[config.mk]
export PLATFORM = sky130hd
export DESIGN_NAME = glyph_box_word_segmenter_unit
export DESIGN_NICKNAME = d
export VERILOG_FILES = /design/src/sv/gbws_pkg.sv /design/src/sv/gbws_div.sv /design/src/sv/glyph_box_word_segmenter_unit.sv
export SDC_FILE = /design/constraint.sdc
export NUM_CORES = 2
export LEC_CHECK = 0
export BUFFER_PORTS_ARGS = -buffer_cell sky130_fd_sc_hd__buf_4
export CAP_MARGIN = 5
export CORE_MARGIN = 2
export CORE_UTILIZATION = 60
export CTS_CLUSTER_DIAMETER = 100
export DETAILED_ROUTE_END_ITERATION = 8
export PLACE_DENSITY = 0.79
export SETUP_SLACK_MARGIN = 0.4
export SYNTH_ARGS = -nofsm -noshare
export SYNTH_HDL_FRONTEND = slang
export SYNTH_HIERARCHICAL = 1
export SYNTH_SLANG_ARGS = --single-unit
[constraint.sdc]
create_clock -name clk -period 35.6 [get_ports clk]
set_input_delay 1.78 -clock clk [delete_from_list [all_inputs] [get_ports clk]]
set_output_delay 1.78 -clock clk [all_outputs]
set_load 0.02 [all_outputs]
[src/sv/gbws_pkg.sv]
// ----------------------------------------------------------------------------
// gbws_pkg: shared types and constants of the glyph box word segmenter
// Field widths, whitespace codes, register indexes and the divider
// request and response records.
// ----------------------------------------------------------------------------
package gbws_pkg;

  localparam int COORD_W   = 32;
  localparam int CODE_W    = 16;
  localparam int SIZE_W    = 24;
  localparam int SUM_W     = 44;
  localparam int LEN_W     = 20;
  localparam int FIRST_W   = 20;
  localparam int RATIO_W   = 16;
  localparam int QUOT_W    = 24;
  localparam int DIV_STEPS = QUOT_W;

  localparam logic [LEN_W-1:0] LEN_MAX = '1;
  localparam logic [32:0] ONE_POINT = 33'd256;

  localparam logic [CODE_W-1:0] CODE_TAB   = 16'd9;
  localparam logic [CODE_W-1:0] CODE_LF    = 16'd10;
  localparam logic [CODE_W-1:0] CODE_CR    = 16'd13;
  localparam logic [CODE_W-1:0] CODE_SPACE = 16'd32;
  localparam logic [CODE_W-1:0] CODE_NBSP  = 16'd160;

  localparam logic REG_GAP_RATIO  = 1'b0;
  localparam logic REG_LINE_RATIO = 1'b1;

  typedef struct packed {
    logic             start;
    logic [SUM_W-1:0] dividend;
    logic [LEN_W-1:0] divisor;
  } div_req_t;

  typedef struct packed {
    logic              done;
    logic [QUOT_W-1:0] quotient;
  } div_rsp_t;

endpackage

[src/sv/gbws_div.sv]
// ----------------------------------------------------------------------------
// gbws_div: radix-2 restoring divider for the mean font size
// Divides the size sum by the glyph count one quotient bit per cycle and
// saturates the quotient to its width when it would overflow.
// ----------------------------------------------------------------------------
module gbws_div (
  input  logic               clk,
  input  logic               rst_n,
  input  gbws_pkg::div_req_t req,
  output gbws_pkg::div_rsp_t rsp
);
  import gbws_pkg::*;

  localparam int CNT_W = $clog2(DIV_STEPS);
  localparam logic [CNT_W-1:0] CNT_LAST = CNT_W'(DIV_STEPS - 1);

  logic              busy_r;
  logic              done_r;
  logic [CNT_W-1:0]  cnt_r;
  logic [LEN_W-1:0]  rem_r;
  logic [LEN_W-1:0]  dvs_r;
  logic [QUOT_W-1:0] sh_r;
  logic [LEN_W:0]    trial;
  logic [LEN_W+1:0]  diff;
  logic              overflow;

  assign trial    = {rem_r, sh_r[QUOT_W-1]};
  assign diff     = {1'b0, trial} - {2'b00, dvs_r};
  assign overflow = req.dividend >= {req.divisor, {QUOT_W{1'b0}}};

  always_ff @(posedge clk) begin
    if (!rst_n) begin
      busy_r <= 1'b0;
      done_r <= 1'b0;
      cnt_r  <= '0;
    end else begin
      done_r <= 1'b0;
      if (req.start) begin
        cnt_r <= '0;
        if (overflow) begin
          busy_r <= 1'b0;
          done_r <= 1'b1;
        end else begin
          busy_r <= 1'b1;
        end
      end else if (busy_r) begin
        cnt_r <= cnt_r + CNT_W'(1);
        if (cnt_r == CNT_LAST) begin
          busy_r <= 1'b0;
          done_r <= 1'b1;
        end
      end
    end
  end

  always_ff @(posedge clk) begin
    if (req.start) begin
      dvs_r <= req.divisor;
      if (overflow) begin
        sh_r <= '1;
      end else begin
        rem_r <= req.dividend[SUM_W-1:QUOT_W];
        sh_r  <= req.dividend[QUOT_W-1:0];
      end
    end else if (busy_r) begin
      if (!diff[LEN_W+1]) begin
        rem_r <= diff[LEN_W-1:0];
        sh_r  <= {sh_r[QUOT_W-2:0], 1'b1};
      end else begin
        rem_r <= trial[LEN_W-1:0];
        sh_r  <= {sh_r[QUOT_W-2:0], 1'b0};
      end
    end
  end

  assign rsp.done     = done_r;
  assign rsp.quotient = sh_r;

endmodule

[src/sv/glyph_box_word_segmenter_unit.sv]
// ----------------------------------------------------------------------------
// glyph_box_word_segmenter_unit: groups glyph boxes of a page into words
// A sequencer with one shared multiplier decides word breaks, and a shared
// divider produces the mean font size of each finished word.
// ----------------------------------------------------------------------------
// Usage:
// One glyph word enters on the in_ channel; in_tlast marks the last glyph of
// a page. Each finished word leaves on the out_ channel with its first index,
// glyph count, bounding box and mean font size; out_tlast marks the last
// word of a page. The cfg_ channel writes gap_ratio (index 0) and
// line_ratio (index 1) and is always ready.
// A glyph that ends no word takes the sequencer through the break tests in
// S_PREP, S_MULJ, S_MULG and S_DEC, the two S_MUL states on the shared 33x16
// multiplier, then S_UPD to update the page state and S_IDLE to take the
// next glyph. Each word it finishes adds S_DIVGO, S_DIVW and S_EMIT, with the
// radix-2 divider yielding one quotient bit per cycle unless the mean saturates.
// A glyph can finish up to two words.
// in_tready is high only while the sequencer is idle. The output register
// holds a word until it is taken; the next glyph is accepted meanwhile, but
// a new word waits in the sequencer until the register is free.
// A synchronous reset clears the page state, empties the output register and
// restores both ratios to their reset values.
// ----------------------------------------------------------------------------
module glyph_box_word_segmenter_unit #(
  parameter int INDEX_BITS = 20
) (
  input  logic         clk,
  input  logic         rst_n,
  // tdata: glyph_code[15:0], box_left[47:16], box_right[79:48],
  // box_bottom[111:80], box_top[143:112], glyph_size[167:144]
  input  logic [167:0] in_tdata,
  input  logic         in_tlast,
  input  logic         in_tvalid,
  output logic         in_tready,
  // tdata: first_glyph[19:0], glyph_total[39:20], word_left[71:40],
  // word_right[103:72], word_bottom[135:104], word_top[167:136],
  // mean_size[191:168]
  output logic [191:0] out_tdata,
  output logic         out_tlast,
  output logic         out_tvalid,
  input  logic         out_tready,
  input  logic         cfg_valid,
  output logic         cfg_ready,
  input  logic         cfg_index,
  input  logic [15:0]  cfg_data
);
  import gbws_pkg::*;

  localparam logic [3:0] S_IDLE  = 4'd0;
  localparam logic [3:0] S_PREP  = 4'd1;
  localparam logic [3:0] S_MULJ  = 4'd2;
  localparam logic [3:0] S_MULG  = 4'd3;
  localparam logic [3:0] S_DEC   = 4'd4;
  localparam logic [3:0] S_DIVGO = 4'd5;
  localparam logic [3:0] S_DIVW  = 4'd6;
  localparam logic [3:0] S_EMIT  = 4'd7;
  localparam logic [3:0] S_UPD   = 4'd8;

  function automatic logic is_space(input logic [CODE_W-1:0] c);
    is_space = (c == CODE_SPACE) || (c == CODE_TAB) || (c == CODE_LF) ||
               (c == CODE_CR) || (c == CODE_NBSP);
  endfunction

  logic [3:0] state_r;
  logic [3:0] state_nxt;

  logic [RATIO_W-1:0] gap_ratio_r;
  logic [RATIO_W-1:0] line_ratio_r;

  logic                      have_prev_r;
  logic                      in_word_r;
  logic [INDEX_BITS-1:0]     glyph_index_r;
  logic [INDEX_BITS-1:0]     start_index_r;
  logic signed [COORD_W-1:0] prev_left_r, prev_right_r, prev_bottom_r, prev_top_r;
  logic signed [COORD_W-1:0] acc_left_r, acc_right_r, acc_bottom_r, acc_top_r;
  logic [SUM_W-1:0]          size_sum_r;
  logic [LEN_W-1:0]          word_len_r;

  logic signed [COORD_W-1:0] left_r, right_r, bottom_r, top_r;
  logic [SIZE_W-1:0]         size_r;
  logic                      page_end_r;
  logic                      space_r;

  logic [33:0]        d_abs_r;
  logic [32:0]        h_r;
  logic [32:0]        w_r;
  logic signed [32:0] g_r;
  logic [48:0]        prod_r;
  logic               jump_r;
  logic               second_r;
  logic               final_r;
  logic [QUOT_W-1:0]  mean_r;

  logic         out_tvalid_r;
  logic         out_tlast_r;
  logic [191:0] out_tdata_r;

  logic signed [33:0] cen_cur, cen_prev, d_s;
  logic signed [32:0] h_s, w_s;
  logic [33:0]        d_abs;
  logic [32:0]        h_mag, h_val, w_val;
  logic [32:0]        mul_a;
  logic [RATIO_W-1:0] mul_b;
  logic [48:0]        mul_p;
  logic               jump_now;
  logic               gap_now;
  logic               brk;
  logic               out_free;
  logic               accept;
  logic [FIRST_W-1:0] first_w;

  div_req_t div_req;
  div_rsp_t div_rsp;

  gbws_div u_div (
    .clk   (clk),
    .rst_n (rst_n),
    .req   (div_req),
    .rsp   (div_rsp)
  );

  if (INDEX_BITS >= FIRST_W) begin : g_idx_wide
    assign first_w = start_index_r[FIRST_W-1:0];
  end else begin : g_idx_narrow
    assign first_w = {{(FIRST_W - INDEX_BITS){1'b0}}, start_index_r};
  end

  assign cen_cur  = 34'(top_r) + 34'(bottom_r);
  assign cen_prev = 34'(prev_top_r) + 34'(prev_bottom_r);
  assign d_s      = cen_cur - cen_prev;
  assign d_abs    = d_s[33] ? 34'(-d_s) : 34'(d_s);
  assign h_s      = 33'(top_r) - 33'(bottom_r);
  assign h_mag    = h_s[32] ? 33'(-h_s) : 33'(h_s);
  assign h_val    = (h_mag == '0) ? ONE_POINT : h_mag;
  assign w_s      = 33'(prev_right_r) - 33'(prev_left_r);
  assign w_val    = (w_s[32] || w_s == '0) ? ONE_POINT : 33'(w_s);

  assign mul_a = (state_r == S_MULJ) ? h_r : w_r;
  assign mul_b = (state_r == S_MULJ) ? line_ratio_r : gap_ratio_r;
  assign mul_p = {16'b0, mul_a} * {33'b0, mul_b};

  assign jump_now = {d_abs_r, 16'h0000} > {prod_r, 1'b0};
  assign gap_now  = !space_r && !g_r[32] && (g_r != '0) &&
                    ({1'b0, g_r[31:0], 16'h0000} > prod_r);
  assign brk      = (space_r || (have_prev_r && (jump_r || gap_now))) && in_word_r;

  assign out_free = !out_tvalid_r || out_tready;
  assign accept   = in_tvalid && in_tready;

  assign div_req.start    = (state_r == S_DIVGO);
  assign div_req.dividend = size_sum_r;
  assign div_req.divisor  = word_len_r;

  always_comb begin
    state_nxt = state_r;
    case (state_r)
      S_IDLE:  if (in_tvalid) state_nxt = S_PREP;
      S_PREP:  state_nxt = S_MULJ;
      S_MULJ:  state_nxt = S_MULG;
      S_MULG:  state_nxt = S_DEC;
      S_DEC:   state_nxt = brk ? S_DIVGO : S_UPD;
      S_DIVGO: state_nxt = S_DIVW;
      S_DIVW:  if (div_rsp.done) state_nxt = S_EMIT;
      S_EMIT: begin
        if (out_free) state_nxt = second_r ? S_IDLE : S_UPD;
      end
      S_UPD: begin
        if (page_end_r && !space_r) state_nxt = S_DIVGO;
        else state_nxt = S_IDLE;
      end
      default: state_nxt = S_IDLE;
    endcase
  end

  always_ff @(posedge clk) begin
    if (!rst_n) begin
      state_r       <= S_IDLE;
      gap_ratio_r   <= 16'd22938;
      line_ratio_r  <= 16'd32768;
      have_prev_r   <= 1'b0;
      in_word_r     <= 1'b0;
      glyph_index_r <= '0;
      second_r      <= 1'b0;
      final_r       <= 1'b0;
      out_tvalid_r  <= 1'b0;
    end else begin
      state_r <= state_nxt;
      if (cfg_valid) begin
        case (cfg_index)
          REG_GAP_RATIO:  gap_ratio_r  <= cfg_data;
          REG_LINE_RATIO: line_ratio_r <= cfg_data;
          default: ;
        endcase
      end
      if (state_r == S_EMIT && out_free) begin
        out_tvalid_r <= 1'b1;
      end else if (out_tready) begin
        out_tvalid_r <= 1'b0;
      end
      case (state_r)
        S_DEC: begin
          if (brk) begin
            in_word_r <= 1'b0;
            second_r  <= 1'b0;
            final_r   <= page_end_r && space_r;
          end
        end
        S_EMIT: begin
          if (out_free && second_r) begin
            have_prev_r   <= 1'b0;
            in_word_r     <= 1'b0;
            glyph_index_r <= '0;
          end
        end
        S_UPD: begin
          if (page_end_r && !space_r) begin
            in_word_r     <= 1'b1;
            have_prev_r   <= 1'b1;
            glyph_index_r <= glyph_index_r + INDEX_BITS'(1);
            second_r      <= 1'b1;
            final_r       <= 1'b1;
          end else if (page_end_r) begin
            have_prev_r   <= 1'b0;
            in_word_r     <= 1'b0;
            glyph_index_r <= '0;
          end else begin
            have_prev_r   <= 1'b1;
            glyph_index_r <= glyph_index_r + INDEX_BITS'(1);
            if (!space_r) in_word_r <= 1'b1;
          end
        end
        default: ;
      endcase
    end
  end

  always_ff @(posedge clk) begin
    case (state_r)
      S_IDLE: begin
        if (accept) begin
          left_r     <= $signed(in_tdata[47:16]);
          right_r    <= $signed(in_tdata[79:48]);
          bottom_r   <= $signed(in_tdata[111:80]);
          top_r      <= $signed(in_tdata[143:112]);
          size_r     <= in_tdata[167:144];
          space_r    <= is_space(in_tdata[15:0]);
          page_end_r <= in_tlast;
        end
      end
      S_PREP: begin
        d_abs_r <= d_abs;
        h_r     <= h_val;
        w_r     <= w_val;
        g_r     <= 33'(left_r) - 33'(prev_right_r);
      end
      S_MULJ: prod_r <= mul_p;
      S_MULG: begin
        jump_r <= jump_now;
        prod_r <= mul_p;
      end
      S_DIVW: if (div_rsp.done) mean_r <= div_rsp.quotient;
      S_EMIT: begin
        if (out_free) begin
          out_tlast_r <= final_r;
          out_tdata_r <= {mean_r, acc_top_r, acc_bottom_r, acc_right_r, acc_left_r,
                          word_len_r, first_w};
        end
      end
      S_UPD: begin
        prev_left_r   <= left_r;
        prev_right_r  <= right_r;
        prev_bottom_r <= bottom_r;
        prev_top_r    <= top_r;
        if (!space_r) begin
          if (!in_word_r) begin
            start_index_r <= glyph_index_r;
            acc_left_r    <= left_r;
            acc_right_r   <= right_r;
            acc_bottom_r  <= bottom_r;
            acc_top_r     <= top_r;
            size_sum_r    <= {{(SUM_W - SIZE_W){1'b0}}, size_r};
            word_len_r    <= {{(LEN_W - 1){1'b0}}, 1'b1};
          end else begin
            if (left_r < acc_left_r) acc_left_r <= left_r;
            if (right_r > acc_right_r) acc_right_r <= right_r;
            if (bottom_r < acc_bottom_r) acc_bottom_r <= bottom_r;
            if (top_r > acc_top_r) acc_top_r <= top_r;
            if (word_len_r != LEN_MAX) begin
              word_len_r <= word_len_r + LEN_W'(1);
              size_sum_r <= size_sum_r + {{(SUM_W - SIZE_W){1'b0}}, size_r};
            end
          end
        end
      end
      default: ;
    endcase
  end

  assign in_tready  = (state_r == S_IDLE);
  assign cfg_ready  = 1'b1;
  assign out_tvalid = out_tvalid_r;
  assign out_tlast  = out_tlast_r;
  assign out_tdata  = out_tdata_r;

  a_busy_after_accept: assert property (@(posedge clk) disable iff (!rst_n)
    accept |=> !in_tready)
    else $error("input accepted again before the glyph was processed");

  a_word_not_empty: assert property (@(posedge clk) disable iff (!rst_n)
    out_tvalid |-> (out_tdata[39:20] != '0))
    else $error("word emitted with a zero glyph count");

  a_div_done_in_wait: assert property (@(posedge clk) disable iff (!rst_n)
    div_rsp.done |-> (state_r == S_DIVW))
    else $error("divider finished outside the wait state");

  a_emit_loads_word: assert property (@(posedge clk) disable iff (!rst_n)
    (state_r == S_EMIT && out_free) |=> out_tvalid)
    else $error("emit state did not present a word");

endmodule

# After elaboration in Yosys (flattened, before gate mapping)
# Index checks and enable logic that the tools add are counted.
# classes
n_addsub,13
n_mul,1
n_lt_le_gt_ge,7
eq_ne,28
mux,57
bitwise_logic,4
n_reduce_logical,48
# op_table
op,count
32-bit 2-to-1 mux,8
20-bit 2-to-1 mux,8
33-bit 2-to-1 mux,3
32-bit by 32-bit subtractor with 33-bit output,3
24-bit 2-to-1 mux,4
32-bit by 32-bit adder with 33-bit output,2
33-bit logical NOT,2
32-bit greater-than comparator,2
32-bit < comparator,2
50-bit greater-than comparator,1
48-bit by 49-bit greater-than comparator with 1-bit output,1
33-bit by 16-bit multiplier with 49-bit output,1
16-bit by 4-bit equality test with 1-bit output (second input constant),3
44-bit by 24-bit adder with 44-bit output,1
44-bit >= comparator,1
44-bit 2-to-1 mux,1
20-bit by 1-bit adder with 20-bit output (second input constant),2
20-bit one-hot mux with 2 select lines,1
4-bit one-hot mux with 9 select lines,1
34-bit negator,1
33-bit by 33-bit subtractor with 34-bit output,1
33-bit negator,1
33-bit nonzero test,1
3-bit AND reduction,8
29 further kinds,99
# word_totals
register_bits,1026
input_bits,191
output_inout_bits,196

# Longest topological paths before layout
# logic_depth
depth_word,10
depth_mapped,34
ltp_nobuf,31

# Cells and area by module
# Netlist, hierarchy kept.
# modules_own_cells
mod,instances,cells_per_inst,area_per_inst_um2
glyph_box_word_segmenter_unit,1,5655,63703.6
gbws_div,1,433,4519.3

# Worst setup path before layout
# OpenSTA, ideal clock, no wires.
# synth_timing
kind,input-to-reg
from,input out_tready
to,register glyph_index_r[2]
arrival_time_ns,12.993
required_time_ns,35.485
setup_slack_ns,22.492
cell_stages,6
path_cell_list,nand2b_1 nor2b_1 a21oi_1 o21ai_0 o21ai_0 and2_1
# synth_between
elab_chain_len,4
# synth_rtl
item,line,text
"start, declared",glyph_box_word_segmenter_unit.sv:41,"input logic out_tready,"
1-bit logical OR,glyph_box_word_segmenter_unit.sv:147,assign out_free = !out_tvalid_r || out_tready;
1-bit logical AND,glyph_box_word_segmenter_unit.sv:209,if (out_free && second_r) begin
2-bit by 1-bit inequality test with 1-bit output (no line),--,
2-bit AND reduction (no line),--,
"end signal, assigned",glyph_box_word_segmenter_unit.sv:219,glyph_index_r <= glyph_index_r + INDEX_BITS'(1);
"end signal, assigned",glyph_box_word_segmenter_unit.sv:228,glyph_index_r <= glyph_index_r + INDEX_BITS'(1);
"end, declared",glyph_box_word_segmenter_unit.sv:72,logic [INDEX_BITS-1:0] glyph_index_r;
# Every way passes these cells.
# A chain may end at the register's enable or synchronous reset.

# Worst setup path in the final report
# layout_timing
from,register state_r[3]
to,"register prod_r[48], data pin"
# layout_between
elab_chain_len,3
# layout_rtl
item,line,text
"start, declared",glyph_box_word_segmenter_unit.sv:64,logic [3:0] state_r;
"start signal, assigned",glyph_box_word_segmenter_unit.sv:187,state_r <= state_nxt;
4-bit by 2-bit equality test with 1-bit output *,"glyph_box_word_segmenter_unit.sv:138, glyph_box_word_segmenter_unit.sv:139",
33-bit 2-to-1 mux or 16-bit 2-to-1 mux (tied branches),"glyph_box_word_segmenter_unit.sv:138, glyph_box_word_segmenter_unit.sv:139",
33-bit by 16-bit multiplier with 49-bit output *,glyph_box_word_segmenter_unit.sv:140,"assign mul_p = {16'b0, mul_a} * {33'b0, mul_b};"
named net mul_p[48],glyph_box_word_segmenter_unit.sv:104,logic [48:0] mul_p;
"end signal, assigned",glyph_box_word_segmenter_unit.sv:256,S_MULJ: prod_r <= mul_p;
"end signal, assigned",glyph_box_word_segmenter_unit.sv:259,prod_r <= mul_p;
"end, declared",glyph_box_word_segmenter_unit.sv:88,logic [48:0] prod_r;
# Mark *: on every way through the listed nets, which the timed path passes. The rest lies on a longest branch.

==> flow_summary.ini <==
[run_status]
status = complete, no violations

[clock_network]
cts_tree = done
cts_made_buffers = 107
holdBufCountCts = 0
ctsResizeCount = 0
cts-root-buf = clkbuf_16
clkLatencyLatePin_ns = 0.73
clock_sink_count = 1026
clockBufferDepth = 3
postCtsSetupBuffers = 0
path_clk_slew_ns = 0.06
cts_htree_levels = 3

[global_route]
track_usage_pct = 29.6
grt_max_degree = 78
met3_usage_pct = 6.08
grt_pass1_vias = 47800
gr-usage-met2_pct = 47.0
grt_overflow_total = 0
grt_pass1_wl_um = 266000
antenna_found_initial = 10
grt_util_met1_pct = 40.3
grt_busiest_layer = met2

[final_layout]
area_growth_pct = 12.2
multi_input_area_mm2 = 0.0343
fill_cells = 8239
finish.utilization_pct = 67.9
nets = 7682
drive_gt1_share_pct = 11.1
seq_area_mm2 = 0.0301

[pwr]
power_density_mw_per_mm2 = 94.8
leakage_nw = 32.8
ir_worst_vdd_mv = 0.206
power_mw = 7.26

[worst_setup_path]
slowest_stage = nor2b_4
critical_path.max_fanout = 66
end_kind = flop
critPathLaunchType = flop
crit_top_cell = fa_1
cp.required_ns = 36.06
critPathKind = reg2reg
rr_worst_depth = 31
cp.arrival_ns = 12.35
cpPeakStageDelay_ns = 0.98

[die]
die-area_mm2 = 0.116
rows = 123
core-area_mm2 = 0.113
fp.dieH_um = 341
initial_utilization_pct = 60.6
dieWidth_um = 341
io_pins = 387

[placement]
post-dp-hpwl_um = 129000
portBuffers = 385
place_congestion = 0.991

[logic_synthesis]
ys_async_sr_fraction_pct = 0
ys.flop_type = edfxtp_1
yosysSeqAreaShare_pct = 44.2
syn_inst = 6088
synth_edf_count = 958
yosys-top-cells-area = edfxtp_1, fa_1, ha_1, inv_1, nand2_1
yosysUniqueCellTypes = 108
yosysWarnings = 6
synth_area_leader_cell = edfxtp_1
synth_top_area_share_pct = 42.2
synth_area_mm2 = 0.0682
synth_nets = 7293
avgSynthCellArea_um2 = 11.2
ys_ff_latch = 1026

[timing]
post-route-period-util_pct = 33.4
setup-tns-final_ns = 0
finalCriticalPeriod_ns = 11.89
max_freq_mhz = 84.1
setup_viol = 0
worstMarginPinSlew_ns = 1.35
fin_skew_ns = 0.0709
drv_slew = 0
holdWs_ns = 0.412
hold_violations = 0
rsz0062_at_grt = no
relSlewSlack_pct = 9.92

[detailed_routing]
vias_per_cell = 5.88
drt_iter0_markers = 4280
vias = 47500
wl_um = 171000
first_pass_iters = 6
ant_nets = 0
wl_per_cell_um = 21.1
drc = 0

[run]
drv_cap = 0

[min_path]
hp-class = reg2reg
min_path_cells = 0
-- cells in the mapped netlist (all sizes together), types with 7 or more instances --
cell type,number
nand2b,48
o21a,44
a211o,8
mux2,68
and4,9
and2,39
xnor2,181
a21o,157
nor4,30
a2111oi,13
a41oi,7
o2111ai,10
fa,502
a31o,7
a21oi,276
nand3,91
buf,29
o22a,23
xor2,110
nor2,503
or3,27
mux2i,53
a21boi,32
edfxtp,958
or4,11
or2,13
dfxtp,68
o31ai,14
o211ai,19
nor2b,62
nor3,64
o21ai,183
nand4,69
and3,43
a211oi,22
nor3b,17
o21bai,28
inv,916
a221oi,11
a31oi,38
clkbuf,107
nand2,576
ha,512
-- state kept, by name, summed over array words and instances (netlist names), 33 cells and up --
name        cells
prod_r         49
w_r            33
out_tdata     192
d_abs_r        34
h_r            33
g_r            33
size_sum_r     44
-- final cells by class --
class,count,share of cell area (%)
sequential,1026,39.4
multi-input combinational,4009,44.8
inverter,917,4.50
clock buffer,121,3.57
tap,1500,2.45
antenna,9,0.0294
timing repair buffer,416,4.08
clock inverter,81,1.20
-- kinds of logic after synthesis --
group	count (synthesis)	share of synthesized area, %
AOI/OAI and AO/OA	952	9.14
xor gates and xnor gates	291	3.77
adders and majority gates	1014	24.1
buffers and inverters	1053	5.86
DFF	1026	44.2
muxes	121	1.90
other	2	0.0110
and+or+nand+nor	1629	11.0
-- power breakdown --
| part | total [mW] | switching (mW) | internal [mW] |
|---|---|---|---|
| clock | 1.15 | 0.486 | 0.667 |
| sequential | 1.68 | 0.0557 | 1.62 |
| combinational | 4.43 | 2.56 | 1.87 |
-- worst max-delay path: cells and delay by family, from the launching register on --
kind | cells | cell delay [ns]
fa+ha+maj | 7 | 3.46
compound gates | 10 | 3.05
buf+inv | 7 | 1.89
simple gates | 5 | 1.75
mux | 1 | 0.93
flops | 1 | 0.41
xor+xnor | 1 | 0.08
-- path summary, 6_finish.rpt --
kind	startpoint	end	slack, ns
worst min register to register	first_w[10]	out_tdata[10]	0.41
worst max-delay path	state_r[3]	prod_r[48]	23.71
worst max register to register	state_r[3]	prod_r[48]	23.71
worst min-delay path	first_w[10]	out_tdata[10]	0.41
-- routing by layer --
metal	vias up	routed length, µm
met1	23400	68900
met2	2119	79700
li1	21600	-
met5	-	0
met4	0	6500
met3	358	15600
-- placed cells by master, fill, tap and decap left out, types with 29 or more instances in the layout --
cell type	n
nand2b_1	48
o21ai_0	170
ha_1	512
a21boi_0	29
clkbuf_16	107
nor2_1	499
nand4_1	68
buf_4	415
nor4_1	30
nor2b_1	60
mux2i_1	47
nor3_1	61
a21oi_1	273
nand2_1	576
mux2_2	68
edfxtp_1	958
dfxtp_1	67
xor2_1	109
fa_1	502
o21a_1	44
a21o_1	157
nand3_1	91
and2_1	34
a31oi_1	35
and3_1	42
inv_1	916
xnor2_1	178
-- metrics by stage --
| step | std cells | area, µm² | setup slack, ns |
|---|---|---|---|
| floorplan | 6088 | 68200 | 22.49 |
| global placement | 7867 | 72900 | 24.06 |
| detailed placement | 7867 | 72900 | 23.84 |
| CTS | 8069 | 76500 | 23.82 |
| global route | 8079 | 76500 | 23.10 |
| finish | 8079 | 76500 | 23.71 |
Power figures use the tool's default switching activity.
